`config.mk`:
```
export PLATFORM = sky130hd
export DESIGN_NAME = mhpq_ucode_rom
export DESIGN_NICKNAME = d
export VERILOG_FILES = /design/src/hdl/mhpq_pkg.sv /design/src/hdl/mhpq_ucode_rom.sv
export SDC_FILE = /design/constraint.sdc
export NUM_CORES = 1
export LEC_CHECK = 0
export ABC_AREA = 1
export BUFFER_PORTS_ARGS = -buffer_cell sky130_fd_sc_hd__clkbuf_2
export CAP_MARGIN = 30
export CORE_AREA = 4 4 41 43
export DETAILED_ROUTE_END_ITERATION = 10
export DIE_AREA = 0 0 45 47
export SYNTH_ARGS = -nofsm -noshare
export SYNTH_HDL_FRONTEND = slang
export SYNTH_SLANG_ARGS = --single-unit
```
`constraint.sdc`:
```
create_clock -name vclk -period 1.8
set_input_delay 0.18 -clock vclk [all_inputs]
set_output_delay 0.18 -clock vclk [all_outputs]
set_load 0.02 [all_outputs]
```
`src/hdl/mhpq_pkg.sv`:
```
// ----------------------------------------------------------------------------
// mhpq_pkg
// shared types, codes and control word layout of the max-heap priority queue
// ----------------------------------------------------------------------------
package mhpq_pkg;

  // command codes
  localparam logic CMD_PUSH = 1'b0;
  localparam logic CMD_POP  = 1'b1;

  // status codes
  localparam logic [1:0] STATUS_DONE  = 2'd0;
  localparam logic [1:0] STATUS_FULL  = 2'd1;
  localparam logic [1:0] STATUS_EMPTY = 2'd2;

  localparam logic signed [31:0] EMPTY_KEY = 32'sh7FFF_FFFF;

  typedef struct packed {
    logic               command;
    logic signed [31:0] key_in;
  } in_item_t;

  typedef struct packed {
    logic signed [31:0] key_out;
    logic [1:0]         status;
    logic [6:0]         occupancy;
  } out_item_t;

  // microprogram addresses
  localparam int STEP_W = 4;
  typedef logic [STEP_W-1:0] step_t;

  localparam step_t STEP_IDLE  = 4'd0;
  localparam step_t STEP_DISP  = 4'd1;
  localparam step_t STEP_PUSH0 = 4'd2;
  localparam step_t STEP_PUSH1 = 4'd3;
  localparam step_t STEP_PUSH2 = 4'd4;
  localparam step_t STEP_POP0  = 4'd5;
  localparam step_t STEP_POP1  = 4'd6;
  localparam step_t STEP_POP2  = 4'd7;
  localparam step_t STEP_POP3  = 4'd8;
  localparam step_t STEP_WRF   = 4'd9;
  localparam step_t STEP_DONE  = 4'd10;
  localparam step_t STEP_FULL  = 4'd11;
  localparam step_t STEP_EMPTY = 4'd12;

  // jump conditions
  typedef enum logic [3:0] {
    COND_NEVER    = 4'd0,
    COND_NO_IN    = 4'd1,
    COND_IS_POP   = 4'd2,
    COND_FULL     = 4'd3,
    COND_EMPTY    = 4'd4,
    COND_AT_ROOT  = 4'd5,
    COND_STOP_UP  = 4'd6,
    COND_NO_KID   = 4'd7,
    COND_STOP_DN  = 4'd8,
    COND_OUT_BUSY = 4'd9
  } cond_t;

  // datapath operations, carried out only when the jump is not taken
  typedef enum logic [3:0] {
    OP_NONE      = 4'd0,
    OP_LOAD      = 4'd1,
    OP_PUSH_INIT = 4'd2,
    OP_RD_PARENT = 4'd3,
    OP_MOVE_UP   = 4'd4,
    OP_POP_INIT  = 4'd5,
    OP_POP_LATCH = 4'd6,
    OP_RD_KIDS   = 4'd7,
    OP_MOVE_DN   = 4'd8,
    OP_WR_FINAL  = 4'd9,
    OP_SET_FULL  = 4'd10,
    OP_SET_EMPTY = 4'd11,
    OP_POST      = 4'd12
  } op_t;

  typedef struct packed {
    logic  in_rdy;
    cond_t cond;
    step_t jmp;
    step_t nxt;
    op_t   op;
  } ctrl_word_t;

  // datapath flags seen by the sequencer
  typedef struct packed {
    logic is_pop;
    logic full;
    logic empty;
    logic at_root;
    logic stop_up;
    logic no_kid;
    logic stop_dn;
  } dp_flags_t;

endpackage

```
`src/hdl/mhpq_ucode_rom.sv`:
```
// ----------------------------------------------------------------------------
// mhpq_ucode_rom
// control store: one control word per microprogram step
// ----------------------------------------------------------------------------
module mhpq_ucode_rom
  import mhpq_pkg::*;
(
  input  step_t      step,
  output ctrl_word_t word
);

  always_comb begin
    word = '{in_rdy: 1'b0, cond: COND_NEVER, jmp: STEP_IDLE, nxt: STEP_IDLE, op: OP_NONE};
    case (step)
      STEP_IDLE: begin
        word = '{in_rdy: 1'b1, cond: COND_NO_IN, jmp: STEP_IDLE, nxt: STEP_DISP,
                 op: OP_LOAD};
      end
      STEP_DISP: begin
        word = '{in_rdy: 1'b0, cond: COND_IS_POP, jmp: STEP_POP0, nxt: STEP_PUSH0,
                 op: OP_NONE};
      end
      STEP_PUSH0: begin
        word = '{in_rdy: 1'b0, cond: COND_FULL, jmp: STEP_FULL, nxt: STEP_PUSH1,
                 op: OP_PUSH_INIT};
      end
      STEP_PUSH1: begin
        word = '{in_rdy: 1'b0, cond: COND_AT_ROOT, jmp: STEP_WRF, nxt: STEP_PUSH2,
                 op: OP_RD_PARENT};
      end
      STEP_PUSH2: begin
        word = '{in_rdy: 1'b0, cond: COND_STOP_UP, jmp: STEP_WRF, nxt: STEP_PUSH1,
                 op: OP_MOVE_UP};
      end
      STEP_POP0: begin
        word = '{in_rdy: 1'b0, cond: COND_EMPTY, jmp: STEP_EMPTY, nxt: STEP_POP1,
                 op: OP_POP_INIT};
      end
      STEP_POP1: begin
        word = '{in_rdy: 1'b0, cond: COND_NEVER, jmp: STEP_IDLE, nxt: STEP_POP2,
                 op: OP_POP_LATCH};
      end
      STEP_POP2: begin
        word = '{in_rdy: 1'b0, cond: COND_NO_KID, jmp: STEP_WRF, nxt: STEP_POP3,
                 op: OP_RD_KIDS};
      end
      STEP_POP3: begin
        word = '{in_rdy: 1'b0, cond: COND_STOP_DN, jmp: STEP_WRF, nxt: STEP_POP2,
                 op: OP_MOVE_DN};
      end
      STEP_WRF: begin
        word = '{in_rdy: 1'b0, cond: COND_NEVER, jmp: STEP_IDLE, nxt: STEP_DONE,
                 op: OP_WR_FINAL};
      end
      STEP_DONE: begin
        word = '{in_rdy: 1'b0, cond: COND_OUT_BUSY, jmp: STEP_DONE, nxt: STEP_IDLE,
                 op: OP_POST};
      end
      STEP_FULL: begin
        word = '{in_rdy: 1'b0, cond: COND_NEVER, jmp: STEP_IDLE, nxt: STEP_DONE,
                 op: OP_SET_FULL};
      end
      STEP_EMPTY: begin
        word = '{in_rdy: 1'b0, cond: COND_NEVER, jmp: STEP_IDLE, nxt: STEP_DONE,
                 op: OP_SET_EMPTY};
      end
      default: begin
        word = '{in_rdy: 1'b0, cond: COND_NEVER, jmp: STEP_IDLE, nxt: STEP_IDLE,
                 op: OP_NONE};
      end
    endcase
  end

endmodule

```
==> out/summary.txt, run 1 <==
routability congestion estimate from global placement -> 0.744
part of the Yosys area used for sequential elements -> 0
hpwl dp -> 771 um
total routing usage reported by global routing -> 0.0960
hold violation total from the final report -> 0
leading area contributor after synthesis -> nand2_1
Initial DRT Pass Iterations -> 3
wirelength, routed -> 960 um
Leakage Power -> 0.339 nW
vias in the first global route -> 406
timing-limited maximum frequency -> 0.670 GHz
Slew Limit Headroom -> 0.811
number of placed instances, taps included -> 107
starting density of the core -> 0.290
DR WL/cell -> 8.97 um
element type at the critical path start -> input port
overall die area -> 2120 um^2
PnR worst setup slack -> 0.306 ns
post-synth net total -> 85
Crit Path Category -> input port to output pin
ratio of routed vias to standard cells -> 4.44
Total Neg Setup Slack -> 0 ns
delay of the slowest critical-path stage -> 0.33 ns
cell area power density -> 296 nW/um^2
cts-stage hold buffer count -> 0
Placed Instance Area -> 485 um^2
Netlist cell types -> 14
total number of vias -> 475
top area cells in the synthesized netlist -> nand2_1, ha_1, nand3_1, inv_1, a21oi_1
Final Cell Area -> 485 um^2
path type of the worst min-delay path -> input port to output pin
P&R area growth vs syn -> 28.5%
gate count of the mapped netlist -> 73
remaining antenna violation count after routing -> 0
number of fill cells in the layout -> 149
final critical-path share of the clock period -> 0.830
number of antenna repair diodes -> 0
Cell Count, Final, Fillers Out -> 107
count of unresolved DRC violations after routing -> 0
number of post-CTS setup repair buffers -> 0
Setup-failing EPs final -> 0
required time at the endpoint of the critical path -> 1.62 ns
setup slack after placement -> 0.311 ns
setup repair after global routing missed its margin -> no
clock buffer instance count of the final layout -> 0
maximum number of pins on one net before global-route repair -> 15
post-cts resize count -> 0
netlist area before placement -> 378 um^2
net count of the finished layout -> 106
initial antenna violation count -> 0
first-pass GRT wire length -> 1640 um
most instantiated cells after synthesis -> nand2_1, nand3_1, inv_1
run status -> complete, no violations
total congestion overflow -> 0
transition time at the pin with the least slew margin -> 0.284 ns
largest voltage drop on the vdd net -> 0.000111 V
master of the slowest instance on the critical path -> ha_1
# IOs -> 21
Core ar. -> 1300 um^2
total area of sequential cells -> 0 um^2
arrival time of data at the critical path endpoint -> 1.31 ns
Vert. Die Dim -> 47 um
Port Buffer Count -> 21
die width -> 45 um
number of max-cap violations -> 0
number of warnings issued by yosys -> 0
post-route minimum period -> 1.49 ns
area fraction of the dominant cell type after synthesis -> 0.288
fraction of layout instances using a drive strength above 1 -> 0.261
Pins Over Slew Limit -> 0
initial drt markers -> 8
series of cell instances along the critical path -> clkbuf_2 -> inv_1 -> ha_1 -> inv_1 -> nand2_1 -> nand2_1 -> nand2_1 -> nand2_1 -> clkbuf_2
number of flip-flops and latches -> 0
endpoint kind of the worst setup timing path -> output pin
Util after Layout -> 0.373
largest driver fanout on the critical path -> 9
Worst path most repeated cell -> nand2_1
count leader, synth -> nand2_1
Synth Area per Inst -> 5.18 um^2
FP Rows -> 13
## through the flow
step           hold WS (ns)  power (W)
5_1_grt               0.840   0.000160
4_1_cts               0.784   0.000145
2_1_floorplan         0.541  0.0000997
3_3_place_gp          0.783   0.000145
3_5_place_dp          0.782   0.000144
6_report              0.781   0.000143
## worst max-delay path: cells and delay by family
family | cells | cell delay, ns
buffers and inverters | 4 | 0.58
adders and majority gates | 1 | 0.33
and+or+nand+nor | 4 | 0.22
## placed cells by master (no fill, tap or decap), types with 3 or more instances in the layout
cell type	n
nor2_1	4
clkbuf_2	21
a21oi_1	3
nand3_1	11
inv_1	10
ha_1	8
nand2_1	29
## metal layers
metal	vias to the layer above	GRT usage	part of all wire
li1	265	-	-
met4	0	0	0
met3	0	0	0.072
met1	196	0.144	0.51
met2	14	0.164	0.42
met5	-	0	0
## layout make-up
type / count / area (um^2) / share of cell area
inverters: 12 / 46.3 / 0.0954
multi-input cells: 59 / 315 / 0.649
well taps: 15 / 18.8 / 0.0387
repair buffers: 21 / 105 / 0.216
## power breakdown
group	internal, W	total (W)	switching (W)
logic	0.0000440	0.000143	0.0000995
registers	0	0	0
clock network	0	0	0
total	0.0000440	0.000143	0.0000995
## kinds of logic (layout without fill, tap and decap cells)
kind of cell / count (synthesis) / after routing / share of synthesized area
adders and majority gates: 8 / 8 / 0.265
and+or+nand+nor: 46 / 46 / 0.503
AOI/OAI and AO/OA: 5 / 5 / 0.0662
buffers and inverters: 14 / 33 / 0.166
## final timing paths
path	cells past startpoint	start	end
setup / recovery	9	step[0]	word[0]
hold / removal	3	step[1]	word[14]
No activity file was read; power rests on OpenSTA's default activity.
==> inputs of run 2 (changes only) <==
==> constraint.sdc (replaced) <==
create_clock -name vclk -period 1.44
set_input_delay 0.144 -clock vclk [all_inputs]
set_output_delay 0.144 -clock vclk [all_outputs]
set_load 0.02 [all_outputs]
==> run 2 against run 1 <==
Effect of this change:
- combinational power grew 30%
- largest cell class unchanged
- largest power group unchanged
- power grew 29%
- sequential share of layout area is the same
- global-route usage grew 0.47 points
- core utilization grew 1.2 points
==> out/summary.txt, run 2 (synthesized netlist as in run 1, its figures left out) <==
initial antenna violation count -> 0 (unchanged)
series of cell instances along the critical path -> clkbuf_2 -> inv_1 -> ha_1 -> inv_1 -> nand2_1 -> nand2_1 -> nand2_1 -> nand2_1 -> clkbuf_2 (unchanged)
transition time at the pin with the least slew margin -> 0.296 ns (was 0.284 ns)
setup repair after global routing missed its margin -> no (unchanged)
count of unresolved DRC violations after routing -> 0 (unchanged)
number of post-CTS setup repair buffers -> 0 (unchanged)
path type of the worst min-delay path -> input port to output pin (unchanged)
number of fill cells in the layout -> 171 (was 149)
Worst path most repeated cell -> nand2_1 (unchanged)
top library cells by usage in the layout, fill and taps aside -> nand2_1, clkbuf_2, nand3_1 (unchanged)
overall die area -> 2120 um^2 (unchanged)
element type at the critical path start -> input port (unchanged)
ratio of routed vias to standard cells -> 4.50 (was 4.44)
first-pass GRT wire length -> 1700 um (was 1640 um)
maximum number of pins on one net before global-route repair -> 15 (unchanged)
master of the slowest instance on the critical path -> ha_1 (unchanged)
DR WL/cell -> 9.55 um (was 8.97 um)
total number of vias -> 490 (was 475)
cts-stage hold buffer count -> 0 (unchanged)
Slew Limit Headroom -> 0.802 (was 0.811)
arrival time of data at the critical path endpoint -> 1.14 ns (was 1.31 ns)
cell area power density -> 371 nW/um^2 (was 296 nW/um^2)
Leakage Power -> 0.349 nW (was 0.339 nW)
largest voltage drop on the vdd net -> 0.000138 V (was 0.000111 V)
post-cts resize count -> 0 (unchanged)
fraction of layout instances using a drive strength above 1 -> 0.277 (was 0.261)
Final Cell Area -> 500 um^2 (was 485 um^2)
routability congestion estimate from global placement -> 0.768 (was 0.744)
total area of sequential cells -> 0 um^2 (unchanged)
wirelength, routed -> 1040 um (was 960 um)
Placed Instance Area -> 500 um^2 (was 485 um^2)
hold violation total from the final report -> 0 (unchanged)
delay of the slowest critical-path stage -> 0.34 ns (was 0.33 ns)
commonest non-fill, non-tap cell in the layout -> nand2_1 (unchanged)
Pins Over Slew Limit -> 0 (unchanged)
hpwl dp -> 834 um (was 771 um)
vias in the first global route -> 395 (was 406)
final hold slack -> 0.731 ns (was 0.781 ns)
setup slack after placement -> 0.152 ns (was 0.311 ns)
footprint of the multi-input gates -> 315 um^2 (unchanged)
starting density of the core -> 0.290 (unchanged)
Util after Layout -> 0.385 (was 0.373)
# IOs -> 21 (unchanged)
FP Rows -> 13 (unchanged)
total congestion overflow -> 0 (unchanged)
Setup-failing EPs final -> 0 (unchanged)
Initial DRT Pass Iterations -> 4 (was 3)
die width -> 45 um (unchanged)
required time at the endpoint of the critical path -> 1.30 ns (was 1.62 ns)
final critical-path share of the clock period -> 0.893
Total Neg Setup Slack -> 0 ns (unchanged)
P&R area growth vs syn -> 32.5% (was 28.5%)
number of flip-flops and latches -> 0 (unchanged)
net count of the finished layout -> 108 (was 106)
post-route minimum period -> 1.29 ns
clock buffer instance count of the final layout -> 0 (unchanged)
Core ar. -> 1300 um^2 (unchanged)
Vert. Die Dim -> 47 um (unchanged)
number of antenna repair diodes -> 0 (unchanged)
timing-limited maximum frequency -> 0.778 GHz
Crit Path Category -> input port to output pin (unchanged)
Port Buffer Count -> 21 (unchanged)
total routing usage reported by global routing -> 0.101 (was 0.0960)
initial drt markers -> 1 (was 8)
number of max-cap violations -> 0 (unchanged)
run status -> complete, no violations (unchanged)
remaining antenna violation count after routing -> 0 (unchanged)
endpoint kind of the worst setup timing path -> output pin (unchanged)
PnR worst setup slack -> 0.154 ns (was 0.306 ns)
largest driver fanout on the critical path -> 5 (was 9)
==> run 2: worst paths after layout <==
path                        to  startpoint  cells after the start  slack (ns)
worst max-delay path   word[0]     step[0]                      9        0.15
worst min-delay path  word[10]     step[3]                      3        0.73
==> run 2: metal layers <==
layer,global-route usage,part of all wire,vias up
met5,0,0,-
met4,0,0,0
met3,0,0.066,0
met2,0.153,0.42,16
met1,0.166,0.51,207
li1,-,-,267
==> run 2: report_power, final <==
group / switching [W] / total [W] / internal [W] / leakage [nW]
logic: 0.000126 / 0.000186 / 0.0000591 / 0.349
clock network: 0 / 0 / 0 / 0
registers: 0 / 0 / 0 / 0
total: 0.000126 / 0.000186 / 0.0000591 / 0.349
==> run 2: cell type report <==
class                      count  share of cell area
multi-input combinational     59               0.630
inverter                      12              0.0925
tap                           15              0.0375
timing repair buffer          23               0.240
==> run 2: worst max-delay path: cells and delay by family <==
family                   cells  cell delay, ns
adder cells (fa/ha/maj)      1            0.34
buffers and inverters        4            0.43
AND/OR/NAND/NOR              4            0.23
==> run 2: metrics by stage <==
step                instances  total power, W
CTS                       109        0.000187
floorplan                  73        0.000125
global placement          109        0.000187
global route              109        0.000206
detailed placement        109        0.000186
finish                    109        0.000186
==> inputs of run 3 (changes only) <==
==> constraint.sdc (replaced) <==
create_clock -name vclk -period 1.44
set_input_delay 0.144 -clock vclk [all_inputs]
set_output_delay 0.144 -clock vclk [all_outputs]
set_load 0.1 [all_outputs]
==> run 3 against run 2 <==
Effect of this change:
- via count grew 5.1%
- cell count grew 3.7%
- combinational power rose to 3.1 times the previous value
- critical path depth fell by 2
- worst setup slack lost 0.039 ns
- maximum frequency fell by 2.9%
- count of clock-buffer cells in the layout unchanged
- sequential cell count unchanged
- die area unchanged
- non-clock buffer count increased by 4
- core utilization increased by 27 points
- critical endpoint is now word[8]
==> out/summary.txt, run 3 (synthesized netlist as in run 1, its figures left out) <==
starting density of the core -> 0.290 (unchanged)
Pins Over Slew Limit -> 0 (unchanged)
vias in the first global route -> 468 (was 395)
number of antenna repair diodes -> 0 (unchanged)
cell depth of the worst min-delay path -> 3 (unchanged)
launch instance of the worst min-delay path -> step[3] (unchanged)
Vert. Die Dim -> 47 um (unchanged)
capture endpoint of the worst hold path -> word[16] (was word[10])
final hold slack -> 0.677 ns (was 0.731 ns)
path type of the worst min-delay path -> input port to output pin (unchanged)
delay of the slowest critical-path stage -> 0.31 ns (was 0.34 ns)
initial antenna violation count -> 0 (unchanged)
master of the slowest instance on the critical path -> ha_1 (unchanged)
post-route minimum period -> 1.32 ns (was 1.29 ns)
maximum number of pins on one net before global-route repair -> 14 (was 15)
number of post-CTS setup repair buffers -> 0 (unchanged)
fraction of layout instances using a drive strength above 1 -> 0.429 (was 0.277)
Cell Count, Final, Fillers Out -> 113 (was 109)
count of unresolved DRC violations after routing -> 0 (unchanged)
Placed Instance Area -> 850 um^2 (was 500 um^2)
commonest non-fill, non-tap cell in the layout -> nand2_1 (unchanged)
Port Buffer Count -> 21 (unchanged)
Util after Layout -> 0.653 (was 0.385)
arrival time of data at the critical path endpoint -> 1.18 ns (was 1.14 ns)
# IOs -> 21 (unchanged)
initial drt markers -> 16 (was 1)
P&R area growth vs syn -> 125% (was 32.5%)
required time at the endpoint of the critical path -> 1.30 ns (about the same)
run status -> complete, no violations (unchanged)
footprint of the multi-input gates -> 379 um^2 (was 315 um^2)
total area of sequential cells -> 0 um^2 (unchanged)
largest voltage drop on the vdd net -> 0.000390 V (was 0.000138 V)
hold violation total from the final report -> 0 (unchanged)
Core ar. -> 1300 um^2 (unchanged)
routability congestion estimate from global placement -> 0.823 (was 0.768)
setup repair after global routing missed its margin -> no (unchanged)
Leakage Power -> 0.453 nW (was 0.349 nW)
wirelength, routed -> 1120 um (was 1040 um)
Final Cell Area -> 850 um^2 (was 500 um^2)
Initial DRT Pass Iterations -> 4 (unchanged)
final critical-path share of the clock period -> 0.920 (was 0.893)
Worst path most repeated cell -> nand2_1 (unchanged)
net count of the finished layout -> 112 (was 108)
largest driver fanout on the critical path -> 4 (was 5)
top library cells by usage in the layout, fill and taps aside -> nand2_1, buf_12, nand3_1 (was nand2_1, clkbuf_2, nand3_1)
die width -> 45 um (unchanged)
number of placed instances, taps included -> 113 (was 109)
overall die area -> 2120 um^2 (unchanged)
endpoint kind of the worst setup timing path -> output pin (unchanged)
peak-usage layer in the global routing report -> met2 (was met1)
hpwl dp -> 968 um (was 834 um)
series of cell instances along the critical path -> clkbuf_2 -> inv_1 -> ha_1 -> nand2_1 -> nand2_1 -> o21ai_4 -> buf_12 (was clkbuf_2 -> inv_1 -> ha_1 -> inv_1 -> nand2_1 -> nand2_1 -> nand2_1 -> nand2_1 -> clkbuf_2)
total routing usage reported by global routing -> 0.113 (was 0.101)
Setup-failing EPs final -> 0 (unchanged)
ratio of routed vias to standard cells -> 4.56 (was 4.50)
Crit Path Category -> input port to output pin (unchanged)
met1 Track Usage GR -> 0.142 (was 0.166)
DR WL/cell -> 9.93 um (was 9.55 um)
total number of vias -> 515 (was 490)
number of flip-flops and latches -> 0 (unchanged)
cell area power density -> 670 nW/um^2 (was 371 nW/um^2)
element type at the critical path start -> input port (unchanged)
met2 track demand over resource in global routing -> 0.220 (was 0.153)
total congestion overflow -> 0 (unchanged)
cts-stage hold buffer count -> 0 (unchanged)
transition time at the pin with the least slew margin -> 0.257 ns (was 0.296 ns)
clock buffer instance count of the final layout -> 0 (unchanged)
number of fill cells in the layout -> 110 (was 171)
met3 global-route usage -> 0.00766 (was 0)
first-pass GRT wire length -> 1930 um (was 1700 um)
remaining antenna violation count after routing -> 0 (unchanged)
timing-limited maximum frequency -> 0.755 GHz (was 0.778 GHz)
FP Rows -> 13 (unchanged)
Slew Limit Headroom -> 0.829 (was 0.802)
number of max-cap violations -> 0 (unchanged)
[run 3: per-layer routing]
metal  vias up  wire (um)
met4         0          0
met5         -          0
met1       227        455
li1        276          -
met2        12        613
met3         0         53
[run 3: layout make-up]
type                       instances  share of cell area
multi-input combinational         59               0.446
inverter                          12              0.0545
timing repair buffer              27               0.477
tap                               15              0.0221
[run 3: worst max path at each step]
stage	from	cells after the start	endpoint
finish	step[1]	7	word[8]
global placement	step[0]	9	word[0]
detailed placement	step[1]	9	word[0]
global route	step[1]	9	word[0]
CTS	step[1]	9	word[0]
floorplan	step[0]	4	word[4]
[run 3: repair_timing]
action | CTS | global route
gates resized for setup | 0 | 1
endpoints found under the setup margin | 0 | 1
hold endpoints to repair | 0 | 0
[run 3: through the flow]
stage / setup TNS [ns] / worst slack [ns] / total power (W)
4_1_cts: 0 / 0.0924 / 0.000571
6_report: 0 / 0.115 / 0.000569
2_1_floorplan: -0.0206 / -0.0166 / 0.000366
5_1_grt: 0 / 0.0325 / 0.000593
3_3_place_gp: 0 / 0.118 / 0.000568
3_5_place_dp: 0 / 0.0965 / 0.000570
[run 3: worst max-delay path: cells and delay by family]
family | cells | cell delay [ns]
buf+inv | 3 | 0.36
simple gates | 2 | 0.19
compound gates | 1 | 0.17
fa+ha+maj | 1 | 0.31
[run 3: report_power, final]
part           leakage (nW)  total, W  switching (W)  internal, W
Sequential                0         0              0            0
Clock                     0         0              0            0
Combinational         0.453  0.000569       0.000383     0.000187
